$ cat src/sv/pat_pkg.sv
package pat_pkg;

    localparam int unsigned DEPTH_DEF       = 16;
    localparam int unsigned MAX_PER_SRC_DEF = 8;
    localparam int unsigned LOOKUP_CAP      = 8;

    localparam logic [7:0]  EMPTY_BYTE     = 8'hB4;
    localparam logic [7:0]  EMPTY_UNIT_RST = 8'd15;
    localparam logic [15:0] EMPTY_DID_RST  = {EMPTY_BYTE, EMPTY_BYTE};

    localparam int unsigned APB_ADDR_W = 3;
    localparam int unsigned APB_DATA_W = 32;

    localparam logic REG_EMPTY_UNIT = 1'b0;
    localparam logic REG_EMPTY_DID  = 1'b1;

    localparam logic [1:0] FUNC_ADD    = 2'd0;
    localparam logic [1:0] FUNC_REMOVE = 2'd1;
    localparam logic [1:0] FUNC_LOOKUP = 2'd2;
    localparam logic [1:0] FUNC_CLEAR  = 2'd3;

    typedef struct packed {
        logic [1:0]  func;
        logic [7:0]  src_node;
        logic [15:0] peer_dev;
        logic [7:0]  peer_node;
    } t_in;

    typedef struct packed {
        logic        status;
        logic        match_valid;
        logic [15:0] match_did;
        logic [7:0]  match_unit;
        logic [4:0]  entry_count;
        logic        last;
    } t_out;

    typedef struct packed {
        logic [7:0]  src;
        logic [15:0] did;
        logic [7:0]  unit;
    } t_entry;

    typedef struct packed {
        logic ent_vac;
        logic key_vac;
        logic src_eq;
        logic exact;
        logic wild_hit;
    } t_cmp;

    typedef struct packed {
        logic rd_en;
        logic wr_en;
        logic clear;
    } t_mem_ctl;

    typedef enum logic [2:0] {
        S_IDLE,
        S_ADD,
        S_REM,
        S_FILL,
        S_CNT,
        S_LOOK,
        S_DONE
    } t_state;

endpackage

$ cat src/sv/pat_cfg.sv
module pat_cfg (
    input  logic                                i_clk,
    input  logic                                i_rst_n,
    input  logic                                psel,
    input  logic                                penable,
    input  logic                                pwrite,
    input  logic [pat_pkg::APB_ADDR_W-1:0]      paddr,
    input  logic [pat_pkg::APB_DATA_W-1:0]      pwdata,
    output logic [pat_pkg::APB_DATA_W-1:0]      prdata,
    output logic                                pready,
    output logic [7:0]                          o_empty_unit,
    output logic [15:0]                         o_empty_did
);

    logic [7:0]  r_empty_unit;
    logic [15:0] r_empty_did;
    logic        reg_sel;

    assign reg_sel = paddr[pat_pkg::APB_ADDR_W-1];
    assign pready  = 1'b1;

    always_ff @(posedge i_clk) begin
        if (!i_rst_n) begin
            r_empty_unit <= pat_pkg::EMPTY_UNIT_RST;
            r_empty_did  <= pat_pkg::EMPTY_DID_RST;
        end else if (psel && penable && pwrite) begin
            case (reg_sel)
                pat_pkg::REG_EMPTY_UNIT: r_empty_unit <= pwdata[7:0];
                pat_pkg::REG_EMPTY_DID:  r_empty_did  <= pwdata[15:0];
                default: ;
            endcase
        end
    end

    always_comb begin
        case (reg_sel)
            pat_pkg::REG_EMPTY_UNIT: prdata = {24'd0, r_empty_unit};
            pat_pkg::REG_EMPTY_DID:  prdata = {16'd0, r_empty_did};
            default:                 prdata = '0;
        endcase
    end

    assign o_empty_unit = r_empty_unit;
    assign o_empty_did  = r_empty_did;

endmodule

$ cat src/sv/pat_mem.sv
module pat_mem #(
    parameter  int unsigned DEPTH = pat_pkg::DEPTH_DEF,
    localparam int unsigned IW    = $clog2(DEPTH)
) (
    input  logic                i_clk,
    input  logic                i_rst_n,
    input  pat_pkg::t_mem_ctl   i_ctl,
    input  logic [IW-1:0]       i_rd_addr,
    input  logic [IW-1:0]       i_wr_addr,
    input  pat_pkg::t_entry     i_wr_data,
    input  logic [7:0]          i_fill_unit,
    input  logic [15:0]         i_fill_did,
    output pat_pkg::t_entry     o_rd_data
);

    pat_pkg::t_entry r_mem [DEPTH];
    pat_pkg::t_entry r_rd_raw;
    logic            r_rd_vld;
    logic [DEPTH-1:0] r_valid;
    logic [7:0]      r_fill_unit;
    logic [15:0]     r_fill_did;

    // Entries not written since the last clear read as the codes latched at that clear.
    always_ff @(posedge i_clk) begin
        if (!i_rst_n) begin
            r_valid     <= '0;
            r_fill_unit <= pat_pkg::EMPTY_UNIT_RST;
            r_fill_did  <= pat_pkg::EMPTY_DID_RST;
        end else if (i_ctl.clear) begin
            r_valid     <= '0;
            r_fill_unit <= i_fill_unit;
            r_fill_did  <= i_fill_did;
        end else if (i_ctl.wr_en) begin
            r_valid[i_wr_addr] <= 1'b1;
        end
    end

    always_ff @(posedge i_clk) begin
        if (i_ctl.wr_en) begin
            r_mem[i_wr_addr] <= i_wr_data;
        end
    end

    always_ff @(posedge i_clk) begin
        if (i_ctl.rd_en) begin
            r_rd_raw <= r_mem[i_rd_addr];
            r_rd_vld <= r_valid[i_rd_addr];
        end
    end

    assign o_rd_data = r_rd_vld ? r_rd_raw :
                       pat_pkg::t_entry'{src: r_fill_unit, did: r_fill_did,
                                         unit: r_fill_unit};

endmodule

$ cat src/sv/pat_cmp.sv
module pat_cmp (
    input  pat_pkg::t_entry i_entry,
    input  pat_pkg::t_in    i_key,
    input  logic [7:0]      i_empty_unit,
    input  logic [15:0]     i_empty_did,
    output pat_pkg::t_cmp   o_cmp
);

    logic src_eq;
    logic did_eq;
    logic unit_eq;

    assign src_eq  = (i_entry.src  == i_key.src_node);
    assign did_eq  = (i_entry.did  == i_key.peer_dev);
    assign unit_eq = (i_entry.unit == i_key.peer_node);

    assign o_cmp.ent_vac  = (i_entry.unit == i_empty_unit);
    assign o_cmp.key_vac  = (i_key.peer_node == i_empty_unit);
    assign o_cmp.src_eq   = src_eq;
    assign o_cmp.exact    = src_eq && did_eq && unit_eq;
    assign o_cmp.wild_hit = (did_eq || (i_key.peer_dev == i_empty_did)) &&
                            (src_eq || (i_key.src_node == i_empty_unit)) &&
                            (unit_eq || (i_key.peer_node == i_empty_unit));

endmodule

$ cat src/sv/pat_ctrl.sv
module pat_ctrl #(
    parameter  int unsigned DEPTH       = pat_pkg::DEPTH_DEF,
    parameter  int unsigned MAX_PER_SRC = pat_pkg::MAX_PER_SRC_DEF,
    localparam int unsigned IW          = $clog2(DEPTH)
) (
    input  logic                i_clk,
    input  logic                i_rst_n,
    input  logic                start,
    output logic                busy,
    input  pat_pkg::t_in        i_cmd,
    output logic                o_strobe,
    output pat_pkg::t_out       o_result,
    input  logic [7:0]          i_empty_unit,
    output pat_pkg::t_in        o_key,
    input  pat_pkg::t_cmp       i_cmp,
    output pat_pkg::t_mem_ctl   o_mem_ctl,
    output logic [IW-1:0]       o_rd_addr,
    output logic [IW-1:0]       o_wr_addr,
    output pat_pkg::t_entry     o_wr_data,
    input  pat_pkg::t_entry     i_rd_data
);

    localparam int unsigned CW       = $clog2(DEPTH + 1);
    localparam int unsigned NW       = $clog2(MAX_PER_SRC + 1);
    localparam int unsigned LOOK_LIM = (MAX_PER_SRC < pat_pkg::LOOKUP_CAP) ?
                                       MAX_PER_SRC : pat_pkg::LOOKUP_CAP;
    localparam int unsigned LW       = $clog2(LOOK_LIM + 1);
    localparam logic [CW-1:0] DEPTH_C = CW'(DEPTH);
    localparam logic [NW-1:0] MAX_C   = NW'(MAX_PER_SRC);
    localparam logic [LW-1:0] LOOK_C  = LW'(LOOK_LIM);

    pat_pkg::t_state r_state, n_state;
    pat_pkg::t_in    r_cmd, n_cmd;
    pat_pkg::t_out   r_out, n_out;
    logic            r_strobe, n_strobe;
    logic [CW-1:0]   r_ptr, n_ptr;
    logic            r_pv, n_pv;
    logic [IW-1:0]   r_pidx, n_pidx;
    logic [CW-1:0]   r_w, n_w;
    logic [NW-1:0]   r_n, n_n;
    logic [LW-1:0]   r_emit, n_emit;
    logic            r_decided, n_decided;
    logic            r_status, n_status;
    logic            r_found, n_found;
    logic [CW-1:0]   r_count, n_count;
    logic [7:0]      r_last_src, n_last_src;
    logic [15:0]     r_last_did, n_last_did;

    logic            scan;
    logic            rd_en;
    logic [CW-1:0]   lim;
    logic            last_one;
    logic [CW-1:0]   idx_c;
    logic [NW-1:0]   n_inc;
    logic [LW-1:0]   emit_inc;
    logic            eff_vac;
    logic            wr_here;
    logic            hit;
    logic [CW+4:0]   cnt_ext;

    always_ff @(posedge i_clk) begin
        if (!i_rst_n) begin
            r_state   <= pat_pkg::S_IDLE;
            r_strobe  <= 1'b0;
            r_ptr     <= '0;
            r_pv      <= 1'b0;
            r_pidx    <= '0;
            r_w       <= '0;
            r_n       <= '0;
            r_emit    <= '0;
            r_decided <= 1'b0;
            r_status  <= 1'b0;
            r_found   <= 1'b0;
            r_count   <= '0;
        end else begin
            r_state   <= n_state;
            r_strobe  <= n_strobe;
            r_ptr     <= n_ptr;
            r_pv      <= n_pv;
            r_pidx    <= n_pidx;
            r_w       <= n_w;
            r_n       <= n_n;
            r_emit    <= n_emit;
            r_decided <= n_decided;
            r_status  <= n_status;
            r_found   <= n_found;
            r_count   <= n_count;
        end
    end

    always_ff @(posedge i_clk) begin
        r_cmd      <= n_cmd;
        r_out      <= n_out;
        r_last_src <= n_last_src;
        r_last_did <= n_last_did;
    end

    always_comb begin
        n_state    = r_state;
        n_cmd      = r_cmd;
        n_out      = r_out;
        n_strobe   = 1'b0;
        n_w        = r_w;
        n_n        = r_n;
        n_emit     = r_emit;
        n_decided  = r_decided;
        n_status   = r_status;
        n_found    = r_found;
        n_count    = r_count;
        n_last_src = r_last_src;
        n_last_did = r_last_did;
        o_mem_ctl  = '0;
        o_wr_addr  = r_w[IW-1:0];
        o_wr_data  = i_rd_data;
        eff_vac    = 1'b0;
        wr_here    = 1'b0;
        hit        = 1'b0;
        cnt_ext    = {5'd0, r_count};

        scan = (r_state == pat_pkg::S_ADD) || (r_state == pat_pkg::S_REM) ||
               (r_state == pat_pkg::S_CNT) || (r_state == pat_pkg::S_LOOK);
        lim      = (r_state == pat_pkg::S_LOOK) ? r_count : DEPTH_C;
        rd_en    = scan && (r_ptr < lim);
        idx_c    = CW'(r_pidx);
        last_one = (idx_c == (lim - CW'(1)));
        n_inc    = r_n + NW'(1);
        emit_inc = r_emit + LW'(1);
        o_mem_ctl.rd_en = rd_en;
        n_ptr    = rd_en ? (r_ptr + CW'(1)) : r_ptr;

        case (r_state)
            pat_pkg::S_IDLE: begin
                if (start) begin
                    n_cmd     = i_cmd;
                    n_w       = '0;
                    n_n       = '0;
                    n_emit    = '0;
                    n_decided = 1'b0;
                    n_found   = 1'b0;
                    n_status  = 1'b0;
                    case (i_cmd.func)
                        pat_pkg::FUNC_ADD:    n_state = pat_pkg::S_ADD;
                        pat_pkg::FUNC_REMOVE: n_state = pat_pkg::S_REM;
                        pat_pkg::FUNC_LOOKUP: n_state = pat_pkg::S_CNT;
                        default: begin
                            o_mem_ctl.clear = 1'b1;
                            n_count         = '0;
                            n_state         = pat_pkg::S_DONE;
                        end
                    endcase
                end
            end
            pat_pkg::S_ADD: begin
                if (r_pv) begin
                    wr_here = !r_decided && i_cmp.ent_vac;
                    if (!r_decided) begin
                        if (i_cmp.ent_vac) begin
                            o_mem_ctl.wr_en = 1'b1;
                            o_wr_addr       = r_pidx;
                            o_wr_data       = '{src: r_cmd.src_node, did: r_cmd.peer_dev,
                                                unit: r_cmd.peer_node};
                            n_decided       = 1'b1;
                            n_status        = 1'b0;
                        end else if (i_cmp.src_eq) begin
                            if (i_cmp.exact) begin
                                n_decided = 1'b1;
                                n_status  = 1'b0;
                            end else begin
                                n_n = n_inc;
                                if (n_inc >= MAX_C) begin
                                    n_decided = 1'b1;
                                    n_status  = 1'b1;
                                end
                            end
                        end
                    end
                    eff_vac = wr_here ? i_cmp.key_vac : i_cmp.ent_vac;
                    if (!r_found && eff_vac) begin
                        n_found = 1'b1;
                        n_count = idx_c;
                    end
                    if (last_one) begin
                        if (!n_found) begin
                            n_count = DEPTH_C;
                        end
                        if (!n_decided) begin
                            n_status = 1'b1;
                        end
                        n_state = pat_pkg::S_DONE;
                    end
                end
            end
            pat_pkg::S_REM: begin
                if (r_pv) begin
                    if (!r_found && i_cmp.ent_vac) begin
                        n_found = 1'b1;
                        n_count = r_w;
                    end
                    hit = !r_found && !i_cmp.ent_vac && i_cmp.wild_hit;
                    if (!hit) begin
                        o_mem_ctl.wr_en = 1'b1;
                        n_w             = r_w + CW'(1);
                    end
                    if (idx_c == (DEPTH_C - CW'(1))) begin
                        n_last_src = i_rd_data.src;
                        n_last_did = i_rd_data.did;
                    end
                    if (last_one) begin
                        if (!n_found) begin
                            n_count = n_w;
                        end
                        n_state = pat_pkg::S_FILL;
                    end
                end
            end
            pat_pkg::S_FILL: begin
                if (r_w == DEPTH_C) begin
                    n_state = pat_pkg::S_DONE;
                end else begin
                    o_mem_ctl.wr_en = 1'b1;
                    o_wr_data       = '{src: r_last_src, did: r_last_did, unit: i_empty_unit};
                    n_w             = r_w + CW'(1);
                end
            end
            pat_pkg::S_CNT: begin
                if (r_pv) begin
                    if (i_cmp.ent_vac || last_one) begin
                        n_count = i_cmp.ent_vac ? idx_c : DEPTH_C;
                        if (n_count == '0) begin
                            n_state = pat_pkg::S_DONE;
                        end else begin
                            n_state = pat_pkg::S_LOOK;
                        end
                    end
                end
            end
            pat_pkg::S_LOOK: begin
                if (r_pv) begin
                    if (i_cmp.src_eq) begin
                        n_strobe = 1'b1;
                        n_out    = '{status: 1'b0, match_valid: 1'b1,
                                     match_did: i_rd_data.did, match_unit: i_rd_data.unit,
                                     entry_count: cnt_ext[4:0], last: 1'b0};
                        n_emit   = emit_inc;
                        if (emit_inc == LOOK_C) begin
                            n_state = pat_pkg::S_DONE;
                        end
                    end
                    if (last_one) begin
                        n_state = pat_pkg::S_DONE;
                    end
                end
            end
            pat_pkg::S_DONE: begin
                n_strobe = 1'b1;
                n_out    = '{status: r_status, match_valid: 1'b0, match_did: 16'd0,
                             match_unit: 8'd0, entry_count: cnt_ext[4:0], last: 1'b1};
                n_state  = pat_pkg::S_IDLE;
            end
            default: begin
                n_state = pat_pkg::S_IDLE;
            end
        endcase

        n_pv   = rd_en && (n_state == r_state);
        n_pidx = r_ptr[IW-1:0];
        if (n_state != r_state) begin
            n_ptr = '0;
        end
    end

    assign busy      = (r_state != pat_pkg::S_IDLE);
    assign o_strobe  = r_strobe;
    assign o_result  = r_out;
    assign o_key     = r_cmd;
    assign o_rd_addr = r_ptr[IW-1:0];

endmodule

$ cat src/sv/peer_assignment_table.sv
// Channel   Direction  Handshake                        Payload
// command   in         start high while busy low        i_cmd  (pat_pkg::t_in)
// result    out        o_strobe, one cycle per result   o_result (pat_pkg::t_out)
// config    in/out     APB write when psel,penable,pwrite,pready
//                                                       pwdata / prdata
//
// One command is worked at a time by a sequencer that walks the table one entry per
// cycle through a single read port and a single compare unit.
// Add walks the whole table; remove walks it and refills the freed tail; lookup
// counts and walks the used entries; busy stays high until the final result shows.
// After reset the table reads as empty at once; no clearing pass is needed.
// Results cannot be stalled: each one is on the ports for exactly one cycle.
module peer_assignment_table #(
    parameter int unsigned TABLE_DEPTH    = pat_pkg::DEPTH_DEF,
    parameter int unsigned MAX_PER_SOURCE = pat_pkg::MAX_PER_SRC_DEF
) (
    input  logic                            i_clk,
    input  logic                            i_rst_n,
    input  logic                            start,
    output logic                            busy,
    input  pat_pkg::t_in                    i_cmd,
    output logic                            o_strobe,
    output pat_pkg::t_out                   o_result,
    input  logic                            psel,
    input  logic                            penable,
    input  logic                            pwrite,
    input  logic [pat_pkg::APB_ADDR_W-1:0]  paddr,
    input  logic [pat_pkg::APB_DATA_W-1:0]  pwdata,
    output logic [pat_pkg::APB_DATA_W-1:0]  prdata,
    output logic                            pready
);

    localparam int unsigned IW = $clog2(TABLE_DEPTH);

    logic [7:0]        empty_unit;
    logic [15:0]       empty_did;
    pat_pkg::t_in      key;
    pat_pkg::t_cmp     cmp;
    pat_pkg::t_mem_ctl mem_ctl;
    logic [IW-1:0]     rd_addr;
    logic [IW-1:0]     wr_addr;
    pat_pkg::t_entry   wr_data;
    pat_pkg::t_entry   rd_data;

    pat_cfg u_cfg (
        .i_clk        (i_clk),
        .i_rst_n      (i_rst_n),
        .psel         (psel),
        .penable      (penable),
        .pwrite       (pwrite),
        .paddr        (paddr),
        .pwdata       (pwdata),
        .prdata       (prdata),
        .pready       (pready),
        .o_empty_unit (empty_unit),
        .o_empty_did  (empty_did)
    );

    pat_mem #(
        .DEPTH (TABLE_DEPTH)
    ) u_mem (
        .i_clk       (i_clk),
        .i_rst_n     (i_rst_n),
        .i_ctl       (mem_ctl),
        .i_rd_addr   (rd_addr),
        .i_wr_addr   (wr_addr),
        .i_wr_data   (wr_data),
        .i_fill_unit (empty_unit),
        .i_fill_did  (empty_did),
        .o_rd_data   (rd_data)
    );

    pat_cmp u_cmp (
        .i_entry      (rd_data),
        .i_key        (key),
        .i_empty_unit (empty_unit),
        .i_empty_did  (empty_did),
        .o_cmp        (cmp)
    );

    pat_ctrl #(
        .DEPTH       (TABLE_DEPTH),
        .MAX_PER_SRC (MAX_PER_SOURCE)
    ) u_ctrl (
        .i_clk        (i_clk),
        .i_rst_n      (i_rst_n),
        .start        (start),
        .busy         (busy),
        .i_cmd        (i_cmd),
        .o_strobe     (o_strobe),
        .o_result     (o_result),
        .i_empty_unit (empty_unit),
        .o_key        (key),
        .i_cmp        (cmp),
        .o_mem_ctl    (mem_ctl),
        .o_rd_addr    (rd_addr),
        .o_wr_addr    (wr_addr),
        .o_wr_data    (wr_data),
        .i_rd_data    (rd_data)
    );

endmodule

$ cat config.mk
export PLATFORM = sky130hd
export DESIGN_NAME = peer_assignment_table
export DESIGN_NICKNAME = d
export VERILOG_FILES = /design/src/sv/pat_pkg.sv /design/src/sv/pat_cfg.sv /design/src/sv/pat_mem.sv /design/src/sv/pat_cmp.sv /design/src/sv/pat_ctrl.sv /design/src/sv/peer_assignment_table.sv
export SDC_FILE = /design/constraint.sdc
export NUM_CORES = 1
export LEC_CHECK = 0
export BUFFER_PORTS_ARGS = -buffer_cell sky130_fd_sc_hd__buf_2
export CORE_MARGIN = 8
export CORE_UTILIZATION = 40
export CTS_BUF_LIST = sky130_fd_sc_hd__clkbuf_2
export CTS_CLUSTER_SIZE = 20
export DETAILED_ROUTE_END_ITERATION = 7
export PLACE_DENSITY = 0.53
export SLEW_MARGIN = 25
export SYNTH_ARGS = -nofsm -noshare
export SYNTH_HDL_FRONTEND = slang
export SYNTH_HIERARCHICAL = 1
export SYNTH_SLANG_ARGS = --single-unit
export TNS_END_PERCENT = 100
$ cat constraint.sdc
create_clock -name i_clk -period 8.1 [get_ports i_clk]
set_input_delay 1.215 -clock i_clk [delete_from_list [all_inputs] [get_ports i_clk]]
set_output_delay 1.215 -clock i_clk [all_outputs]
set_load 0.05 [all_outputs]
==> Implementation_results.wiki, run 1 <==
{| class="wikitable"
! Metric !! Value
|-
| Result of the run || completed
|-
| Number of vias in the routed layout || 17.4k
|-
| Number of global-route vias before repair || 18.0k
|-
| Signed area change from the synthesized netlist to the final layout || 12.7%
|-
| CP most frequent cell || sky130_fd_sc_hd__buf_4
|-
| Ports || 142
|-
| Total number of placement rows || 101
|-
| Average via count per standard cell || 5.39
|-
| Highest-utilization routing layer at the global route stage || met2
|-
| CP max-delay cell || sky130_fd_sc_hd__o21ai_0
|-
| Global routing usage on met3 || 4.75%
|-
| CP peak stage delay || 0.88 ns
|-
| TritonCTS clock tree || done
|-
| Depth of the CTS H-tree || 4
|-
| Cts repair resizes || 0
|-
| Number of slew-limit violations in the final report || 0
|-
| Clock Pin Slew Worst Setup and Hold Paths || 0.10 ns
|-
| Gr usage total || 18.8%
|-
| Mean area per synthesized cell || 16.6 um2
|-
| Number of maximum-capacitance constraint violations || 0
|-
| Leftover overflow at the end of global routing || 0
|-
| Hold violation count in the final report || 0
|-
| Die Area || 84700 um2
|-
| Crit path cell chain || buf_4, nand2b_1, nand2_1, xnor2_1, nand4_1, nor2_1, buf_4, and3_2, o21ai_0, nand2_1, nor2_4, buf_4
|-
| Number of search-and-repair iterations in the first detailed-routing pass || 5
|-
| Setup TNS || 0 ns
|-
| Required time at the endpoint of the critical path || 9.02 ns
|-
| Maximum clock rate || 190 MHz
|-
| CTS Buffer Depth || 3
|-
| Global-route wire length before repair || 118000 um
|-
| Final cell utilization of the core || 45.2%
|-
| Kind of end point of the critical path || flop
|-
| Start-to-end type of the worst setup path || flop to flop
|-
| Remaining number of nets flagged by the antenna check after routing || 0
|-
| Number of standard cells in the final layout excluding fillers || 3233
|-
| Hold Startpoint || i_cmd[8]
|-
| Leakage || 11.6 nW
|-
| Number of I/O port buffers || 106
|-
| Slew at the pin closest to its max-slew limit || 1.02 ns
|-
| Root cell of the clock tree || sky130_fd_sc_hd__clkbuf_2
|-
| Final total power || 7.40 mW
|-
| Count of nets after finishing || 2194
|-
| Core area || 75400 um2
|-
| Remaining design rule violation count || 0
|-
| Ratio of cells with drive above 1 in the final layout || 28.1%
|-
| Period minus WS final || 5.26 ns
|-
| Placed wire-length estimate after detailed placement || 48500 um
|-
| RSZ-0062 raised after global routing || no
|-
| Total setup violations reported at the end of the flow || 0
|-
| Clock latency reported for the late side of the worst-skew pair || 1.34 ns
|-
| Met1 layer usage reported by global route || 25.0%
|-
| Dpl ws || 2.92 ns
|-
| Overall die height || 291 um
|-
| Floorplan die width || 291 um
|-
| Start point of the critical path || u_mem/r_rd_vld$_DFFE_PP_
|-
| Final worst-path setup slack || 2.84 ns
|-
| Critical path's top delay family || simple AND/OR/NAND/NOR gates
|-
| TritonCTS sink count || 732
|-
| Instance count after placement with tap cells included || 2856
|-
| Detailed-route wire length || 80600 um
|-
| Category of the worst setup path launch point || flop
|-
| Cell count after synthesis || 1827
|-
| Fin Clk Skew || 0.101 ns
|-
| Worst-path fanout max || 40
|-
| Warnings, synthesis || 6
|-
| Global-route track usage on met2 || 30.2%
|-
| Number of clock buffers inserted by TritonCTS || 184
|-
| Maximum number of pins on one net before global-route repair || 97
|-
| Cell Pwr Density || 217 nW/um2
|-
| Synth Cell Area || 30200 um2
|-
| Routed length per instance || 24.9 um
|-
| Global placer's final weighted congestion || 0.811
|-
| Worst ir drop on vdd || 0.000105 V
|-
| CP arrival || 6.18 ns
|-
| Min-delay worst type || primary input to flop
|-
| Max-slew headroom at the worst pin || 31.4%
|-
| Count of buffering cells on the critical path with inverters included || 3
|-
| Post-route fraction of the period consumed by the critical path || 65.0%
|-
| Number of design-rule violations left by the first detailed-router iteration || 1497
|-
| Reg2reg start || u_mem/r_rd_vld$_DFFE_PP_
|-
| Number of antenna violations at the first check in global routing || 4
|-
| Initial Util || 40.1%
|}
-- stage by stage --
stage | hold slack [ns] | instance area (um2)
detailed placement | 0.450 | 31900
global route | 0.0470 | 34100
floorplan | 0.435 | 30300
CTS | 0.00115 | 34100
global placement | 0.441 | 31900
finish | 0.196 | 34100
-- cells in the final DEF, fill, tap and decap left out, drive strengths merged, types with 4 or more instances in the layout --
| cell | n |
|---|---|
| xnor2 | 14 |
| buf | 157 |
| a31oi | 6 |
| o31ai | 7 |
| nand3 | 8 |
| nand3b | 7 |
| a22oi | 102 |
| a211oi | 6 |
| ha | 10 |
| edfxtp | 633 |
| nand4 | 14 |
| inv | 19 |
| mux2i | 52 |
| nor2 | 55 |
| nor3 | 12 |
| conb | 17 |
| o21ai | 20 |
| mux2 | 27 |
| and3 | 6 |
| and2 | 47 |
| nand2b | 15 |
| clkbuf | 271 |
| a21boi | 4 |
| nand2 | 197 |
| clkinv | 49 |
| bufinv | 5 |
| nor2b | 46 |
| dlygate4sd3 | 45 |
| xor2 | 69 |
| a21oi | 14 |
| mux4 | 132 |
| o21a | 17 |
| dfxtp | 99 |
| nor4 | 15 |
-- worst paths after layout --
| path | depth (start not counted) | slack (ns) | endpoint |
|---|---|---|---|
| hold / removal | 1 | 0.20 | u_ctrl/o_key[8]$_DFFE_PP_ |
| setup reg to reg | 12 | 2.84 | u_mem/r_mem[7][17]$_DFFE_PP_ |
| hold reg to reg | 1 | 0.47 | u_mem/r_valid[5]$_SDFFE_PP0P_ |
| setup / recovery | 12 | 2.84 | u_mem/r_mem[7][17]$_DFFE_PP_ |
-- final cells by class --
cell class              count  area, um2
diodes                      3       7.51
repair buffers            202       1380
well taps                 978       1220
clock inverters            58        372
clock buffers             271       1360
fillers                  6707      41400
multi-input cells         973       8670
inverters                  16       60.1
flip-flops and latches    732      21000
-- worst reg2reg max path, cell delays in order (launching register included) --
cell and delay (ns):
sky130_fd_sc_hd__edfxtp_1 0.33, sky130_fd_sc_hd__buf_4 0.50, sky130_fd_sc_hd__nand2b_1 0.28, sky130_fd_sc_hd__nand2_1 0.19, sky130_fd_sc_hd__xnor2_1 0.17, sky130_fd_sc_hd__nand4_1 0.09, sky130_fd_sc_hd__nor2_1 0.07, sky130_fd_sc_hd__buf_4 0.19
sky130_fd_sc_hd__and3_2 0.41, sky130_fd_sc_hd__o21ai_0 0.89, sky130_fd_sc_hd__nand2_1 0.48, sky130_fd_sc_hd__nor2_4 0.74, sky130_fd_sc_hd__buf_4 0.54
-- routing by layer --
metal / vias to the layer above / routed length [um] / share of wire [%]
met5: - / 0 / 0
met4: 0 / 1850 / 2.3
met3: 122 / 5260 / 6.5
met2: 604 / 38500 / 48
met1: 8921 / 35000 / 43
li1: 7786 / - / -
-- power by group --
group / switching [mW] / internal, mW / total [mW]
clock network: 1.47 / 1.06 / 2.53
logic: 0.387 / 0.226 / 0.614
registers: 0.0550 / 4.21 / 4.26
total: 1.91 / 5.49 / 7.40
-- repair_timing --
item	CTS	global route
hold endpoints to repair	52	0
hold buffers	45	0
buffers inserted	0	0
-- state kept, by name, indices dropped and copies added, names as in the netlist, 8 cells and up --
signal and flops:
u_mem/r_fill_unit 8, u_mem/r_fill_did 16, u_mem/r_rd_raw 32, u_ctrl/r_last_did 16
u_ctrl/r_last_src 8, u_cfg/o_empty_did 16, u_mem/r_valid 16, u_mem/r_mem 512
u_ctrl/o_key 32, u_cfg/o_empty_unit 8, u_ctrl/o_result 32
(Power assumes the default switching activity.)
==> inputs of run 2 (changes only) <==
Clock period 8.1 ns to 5.3 ns, I/O delays scaled along.
==> Implementation_results.wiki, run 2 (synthesis gave the netlist of run 1 again) <==
{| class="wikitable"
! Metric !! Value
|-
| Result of the run || completed
|-
| Number of cell instances on the worst register-to-register path || 14
|-
| Detailed-route wire length || 80800 um
|-
| Cts repair resizes || 0
|-
| Instance count after placement with tap cells included || 2852
|-
| CP peak stage delay || 0.90 ns
|-
| Remaining number of nets flagged by the antenna check after routing || 0
|-
| Total setup violations reported at the end of the flow || 0
|-
| Footprint of the multi-input gates || 8670 um2
|-
| Required time at the endpoint of the critical path || 6.29 ns
|-
| Number of search-and-repair iterations in the first detailed-routing pass || 5
|-
| Core area || 75400 um2
|-
| Routed length per instance || 24.6 um
|-
| Setup TNS || 0 ns
|-
| Count of buffering cells on the critical path with inverters included || 4
|-
| Global placer's final weighted congestion || 0.852
|-
| Overall die height || 291 um
|-
| Flip-flop count of the largest register, all copies and words added || 512
|-
| Root cell of the clock tree || sky130_fd_sc_hd__clkbuf_2
|-
| Number of vias in the routed layout || 17.8k
|-
| RSZ-0062 raised after global routing || no
|-
| Sequential Area || 21000 um2
|-
| Maximum clock rate || 227 MHz
|-
| Gr usage total || 18.9%
|-
| CTS Buffer Depth || 3
|-
| Hold violation count in the final report || 0
|-
| Fin Clk Skew || 0.110 ns
|-
| Total of fill cells in the finished design || 6599
|-
| Cell Pwr Density || 329 nW/um2
|-
| Initial Util || 40.1%
|-
| Post-route fraction of the period consumed by the critical path || 83.0%
|-
| Clock latency reported for the late side of the worst-skew pair || 1.37 ns
|-
| Ports || 142
|-
| Average via count per standard cell || 5.42
|-
| Slew at the pin closest to its max-slew limit || 1.03 ns
|-
| Start-to-end type of the worst setup path || flop to flop
|-
| Maximum number of pins on one net before global-route repair || 108
|-
| TritonCTS clock tree || done
|-
| Number of global-route vias before repair || 18.5k
|-
| Number of maximum-capacitance constraint violations || 0
|-
| Total number of placement rows || 101
|-
| CP arrival || 5.39 ns
|-
| Number of slew-limit violations in the final report || 0
|-
| Leading cell type in the layout, fill and taps excluded || sky130_fd_sc_hd__edfxtp_1
|-
| Critical path's top delay family || simple AND/OR/NAND/NOR gates
|-
| Number of I/O port buffers || 106
|-
| Global-route wire length before repair || 120000 um
|-
| Crit path cell chain || buf_12, mux2_2, xor2_1, nor4_1, buf_4, nand4_1, a222oi_1, buf_4, nand2b_1, a21oi_1, o21bai_1, nand3_1, nor2_4, buf_12
|-
| Ratio of cells with drive above 1 in the final layout || 28.1%
|-
| Leakage || 11.9 nW
|-
| Post-route worst hold slack || 0.197 ns
|-
| Leading cell types in the layout, fill and taps excluded || sky130_fd_sc_hd__edfxtp_1, sky130_fd_sc_hd__clkbuf_2, sky130_fd_sc_hd__nand2_1
|-
| Number of antenna violations at the first check in global routing || 3
|-
| Worst ir drop on vdd || 0.000145 V
|-
| Signed area change from the synthesized netlist to the final layout || 14.8%
|-
| Worst-path fanout max || 40
|-
| Logic depth of the worst path, buffers included || 14
|-
| Hold Path Depth || 2
|-
| Min-delay worst type || primary input to flop
|-
| CP max-delay cell || sky130_fd_sc_hd__nor2_4
|-
| TritonCTS sink count || 732
|-
| Largest Register || u_mem/r_mem
|-
| Start point of the critical path || u_mem/r_rd_vld$_DFFE_PP_
|-
| Crit Reg-Reg Endpoint || u_mem/r_mem[13][1]$_DFFE_PP_
|-
| Clock Pin Slew Worst Setup and Hold Paths || 0.10 ns
|-
| Kind of end point of the critical path || flop
|-
| Count of nets after finishing || 2239
|-
| Category of the worst setup path launch point || flop
|-
| Worst setup path end || u_mem/r_mem[13][1]$_DFFE_PP_
|-
| Die Area || 84700 um2
|-
| Number of clock buffers inserted by TritonCTS || 187
|-
| Depth of the CTS H-tree || 4
|-
| Number of standard cells in the final layout excluding fillers || 3286
|-
| Leftover overflow at the end of global routing || 0
|-
| Remaining design rule violation count || 0
|-
| Period minus WS final || 4.40 ns
|-
| Reg2reg start || u_mem/r_rd_vld$_DFFE_PP_
|-
| Placed wire-length estimate after detailed placement || 47800 um
|-
| Number of design-rule violations left by the first detailed-router iteration || 1467
|-
| Reg-to-reg slack, setup || 0.90 ns
|-
| Max-slew headroom at the worst pin || 31.4%
|-
| Floorplan die width || 291 um
|-
| Final cell utilization of the core || 46.0%
|}
-- run 2: where the power goes --
group | leakage [nW] | switching [mW] | internal [mW]
clock | 1.36 | 2.31 | 1.61
sequential | 6.53 | 0.0960 | 6.43
combinational | 3.96 | 0.598 | 0.373
total | 11.9 | 3.01 | 8.42
-- run 2: worst min-delay path by stage --
| stage | start | to |
|---|---|---|
| after global routing | i_cmd[21] | u_ctrl/o_key[21]$_DFFE_PP_ |
| after detailed placement | u_mem/r_valid[7]$_SDFFE_PP0P_ | u_mem/r_valid[7]$_SDFFE_PP0P_ |
| final | i_cmd[19] | u_ctrl/o_key[19]$_DFFE_PP_ |
| after floorplan | u_mem/r_valid[10]$_SDFFE_PP0P_ | u_mem/r_valid[10]$_SDFFE_PP0P_ |
| after CTS | i_cmd[19] | u_ctrl/o_key[19]$_DFFE_PP_ |
| after global placement | u_mem/r_valid[10]$_SDFFE_PP0P_ | u_mem/r_valid[10]$_SDFFE_PP0P_ |
-- run 2: per-layer routing --
layer  wire length (um)  track usage [%]  vias to the layer above
li1                   -                -                     7881
met1              36300             26.0                     9233
met2              38100             30.1                      614
met3               5200             4.59                       91
met4               1180             5.17                        0
met5                  0                0                        -
-- run 2: what timing repair did --
| action | 4_1_cts | 5_1_grt |
|---|---|---|
| setup buffers | 0 | 0 |
| endpoints found under the hold margin | 95 | 0 |
| setup endpoints to repair | 0 | 0 |
| hold buffers | 91 | 0 |
-- run 2: worst register-to-register path, stage by stage, from the launching register on --
cell	delay, ns
sky130_fd_sc_hd__edfxtp_1	0.39
sky130_fd_sc_hd__buf_12	0.28
sky130_fd_sc_hd__mux2_2	0.43
sky130_fd_sc_hd__xor2_1	0.21
sky130_fd_sc_hd__nor4_1	0.14
sky130_fd_sc_hd__buf_4	0.16
sky130_fd_sc_hd__nand4_1	0.20
sky130_fd_sc_hd__a222oi_1	0.15
sky130_fd_sc_hd__buf_4	0.18
sky130_fd_sc_hd__nand2b_1	0.08
sky130_fd_sc_hd__a21oi_1	0.07
sky130_fd_sc_hd__o21bai_1	0.29
sky130_fd_sc_hd__nand3_1	0.36
sky130_fd_sc_hd__nor2_4	0.90
sky130_fd_sc_hd__buf_12	0.27
-- run 2: metrics by stage --
stage	setup slack, ns	total power, mW	area [um2]
after CTS	0.869	11.6	34700
final	0.899	11.4	34700
after global placement	0.869	7.56	32000
after floorplan	-0.307	7.31	30300
after detailed placement	0.859	7.59	32000
after global routing	0.709	12.0	34700
-- run 2: final cells by class --
class | count | area share, %
inverter | 16 | 0.173
tap | 978 | 3.52
clock inverter | 49 | 0.879
sequential | 732 | 60.5
timing repair buffer | 244 | 5.76
clock buffer | 291 | 4.19
multi-input combinational | 973 | 25.0
antenna | 3 | 0.0216
==> inputs of run 3 (changes only) <==
Clock period 5.3 ns to 4.2 ns, I/O delays scaled along.
==> Implementation_results.wiki, run 3 (synthesis gave the netlist of run 1 again) <==
{| class="wikitable"
! Metric !! Value
|-
| Result of the run || completed
|-
| Leakage || 12.7 nW
|-
| Number of antenna violations at the first check in global routing || 3
|-
| Number of vias in the routed layout || 18.4k
|-
| Maximum clock rate || 246 MHz
|-
| Number of global-route vias before repair || 19.2k
|-
| Worst-path fanout max || 12
|-
| TritonCTS clock tree || done
|-
| Depth of the CTS H-tree || 4
|-
| TritonCTS sink count || 732
|-
| Ratio of cells with drive above 1 in the final layout || 31.2%
|-
| Sequential Area || 21000 um2
|-
| Ports || 142
|-
| Hold violation count in the final report || 0
|-
| Number of slew-limit violations in the final report || 0
|-
| Routed length per instance || 24.3 um
|-
| Post-route fraction of the period consumed by the critical path || 96.9%
|-
| Global-route wire length before repair || 124000 um
|-
| Setup TNS || 0 ns
|-
| Placed wire-length estimate after detailed placement || 53400 um
|-
| Fin Clk Skew || 0.101 ns
|-
| Number of maximum-capacitance constraint violations || 0
|-
| Number of clock buffers inserted by TritonCTS || 189
|-
| Signed area change from the synthesized netlist to the final layout || 20.9%
|-
| Leftover overflow at the end of global routing || 0
|-
| Cell Pwr Density || 397 nW/um2
|-
| Post-route worst hold slack || 0.279 ns
|-
| Detailed-route wire length || 83900 um
|-
| Total of fill cells in the finished design || 6555
|-
| Overall die height || 291 um
|-
| Die Area || 84700 um2
|-
| CP arrival || 5.21 ns
|-
| Required time at the endpoint of the critical path || 5.34 ns
|-
| Slew at the pin closest to its max-slew limit || 1.01 ns
|-
| Category of the worst setup path launch point || flop
|-
| Gr usage total || 19.6%
|-
| Clock Pin Slew Worst Setup and Hold Paths || 0.09 ns
|-
| CTS Buffer Depth || 3
|-
| RSZ-0062 raised after global routing || no
|-
| Average via count per standard cell || 5.33
|-
| Remaining number of nets flagged by the antenna check after routing || 0
|-
| Clock latency reported for the late side of the worst-skew pair || 1.40 ns
|-
| Start-to-end type of the worst setup path || flop to flop
|-
| Kind of end point of the critical path || flop
|-
| Max-slew headroom at the worst pin || 32.3%
|-
| Footprint of the multi-input gates || 8710 um2
|-
| Total number of placement rows || 101
|-
| Leading cell type in the layout, fill and taps excluded || sky130_fd_sc_hd__edfxtp_1
|-
| Initial Util || 40.1%
|-
| Leading cell types in the layout, fill and taps excluded || sky130_fd_sc_hd__edfxtp_1, sky130_fd_sc_hd__clkbuf_2, sky130_fd_sc_hd__nand2_1
|-
| Total setup violations reported at the end of the flow || 0
|-
| Dpl ws || -0.0977 ns
|-
| Min-delay worst type || primary input to flop
|-
| Global placer's final weighted congestion || 0.847
|-
| Number of I/O port buffers || 106
|-
| Largest Register || u_mem/r_mem
|-
| Maximum number of pins on one net before global-route repair || 88
|-
| Number of search-and-repair iterations in the first detailed-routing pass || 5
|-
| Final cell utilization of the core || 48.5%
|-
| Root cell of the clock tree || sky130_fd_sc_hd__clkbuf_2
|-
| Flip-flop count of the largest register, all copies and words added || 512
|-
| Remaining design rule violation count || 0
|-
| Floorplan die width || 291 um
|-
| Period minus WS final || 4.07 ns
|-
| Reg-to-reg slack, setup || 0.13 ns
|-
| Core area || 75400 um2
|-
| Final worst-path setup slack || 0.132 ns
|-
| Worst ir drop on vdd || 0.000187 V
|-
| Count of nets after finishing || 2411
|-
| Number of design-rule violations left by the first detailed-router iteration || 1433
|}
==> run 3: cell count changes in the layout (fill, tap and decap cells not counted), sizes merged <==
cell / delta
buf: +134
dlygate4sd3: +36
clkinv: +10
inv: -6
clkbuf: -14
clkinvlp: +4
==> run 3: power breakdown <==
part | internal, mW | leakage [nW] | switching, mW | total (mW)
Clock | 1.97 | 1.30 | 2.94 | 4.92
Combinational | 0.561 | 4.87 | 0.797 | 1.36
Sequential | 8.12 | 6.53 | 0.120 | 8.24
==> run 3: worst max-delay path: stages (launching register included) <==
cell	delay (ns)
sky130_fd_sc_hd__edfxtp_1	0.41
sky130_fd_sc_hd__buf_12	0.18
sky130_fd_sc_hd__buf_4	0.13
sky130_fd_sc_hd__mux2_2	0.34
sky130_fd_sc_hd__xor2_1	0.15
sky130_fd_sc_hd__nor4_2	0.44
sky130_fd_sc_hd__nand4_1	0.34
sky130_fd_sc_hd__a222oi_1	0.46
sky130_fd_sc_hd__nand2b_1	0.12
sky130_fd_sc_hd__a21oi_1	0.17
sky130_fd_sc_hd__o21bai_1	0.08
sky130_fd_sc_hd__buf_4	0.15
sky130_fd_sc_hd__nand3_1	0.17
sky130_fd_sc_hd__buf_4	0.21
sky130_fd_sc_hd__nor2_4	0.04
sky130_fd_sc_hd__buf_12	0.14
sky130_fd_sc_hd__buf_4	0.14
sky130_fd_sc_hd__buf_4	0.15
==> run 3: layout make-up <==
type	count	area share (%)
Inverter	16	0.164
Sequential cell	732	57.4
Clock inverter	57	0.986
Antenna cell	3	0.0205
Tap cell	978	3.35
Multi-Input combinational cell	973	23.8
Clock buffer	277	3.79
Timing Repair Buffer	414	10.4
==> run 3: stage by stage <==
stage          std cells  power [mW]  cell area, um2
2_1_floorplan       1842        9.22           30400
3_3_place_gp        2949        9.66           33000
3_5_place_dp        2950        9.68           33000
4_1_cts             3428        14.7           36400
5_1_grt             3450        15.2           36600
6_report            3450        14.5           36600
==> run 3: per-layer routing <==
layer  vias up  routed length, um  global-route usage [%]
met5         -                  0                       0
met4         0               1540                    5.38
met3       119               5820                    5.07
met2       684              39600                    31.1
met1      9371              36900                    26.8
li1       8218                  -                       -
==> run 3: final timing paths <==
kind | startpoint | endpoint | depth (start not counted)
worst max-delay path | u_mem/r_rd_vld$_DFFE_PP_ | u_mem/r_mem[14][26]$_DFFE_PP_ | 17
worst min-delay path | i_rst_n | u_mem/r_fill_unit[3]$_SDFFE_PN1P_ | 3
worst max register to register | u_mem/r_rd_vld$_DFFE_PP_ | u_mem/r_mem[14][26]$_DFFE_PP_ | 17
worst min register to register | u_mem/r_valid[14]$_SDFFE_PP0P_ | u_mem/r_valid[14]$_SDFFE_PP0P_ | 1
==> run 3: what timing repair did <==
item                                   in CTS  in global routing
hold buffers                              127                  0
endpoints found under the hold margin     129                  0
setup endpoints to repair                  83                 84
pin swaps                                   5                  9
resized for setup                           2                  2
buffers inserted                           17                 19
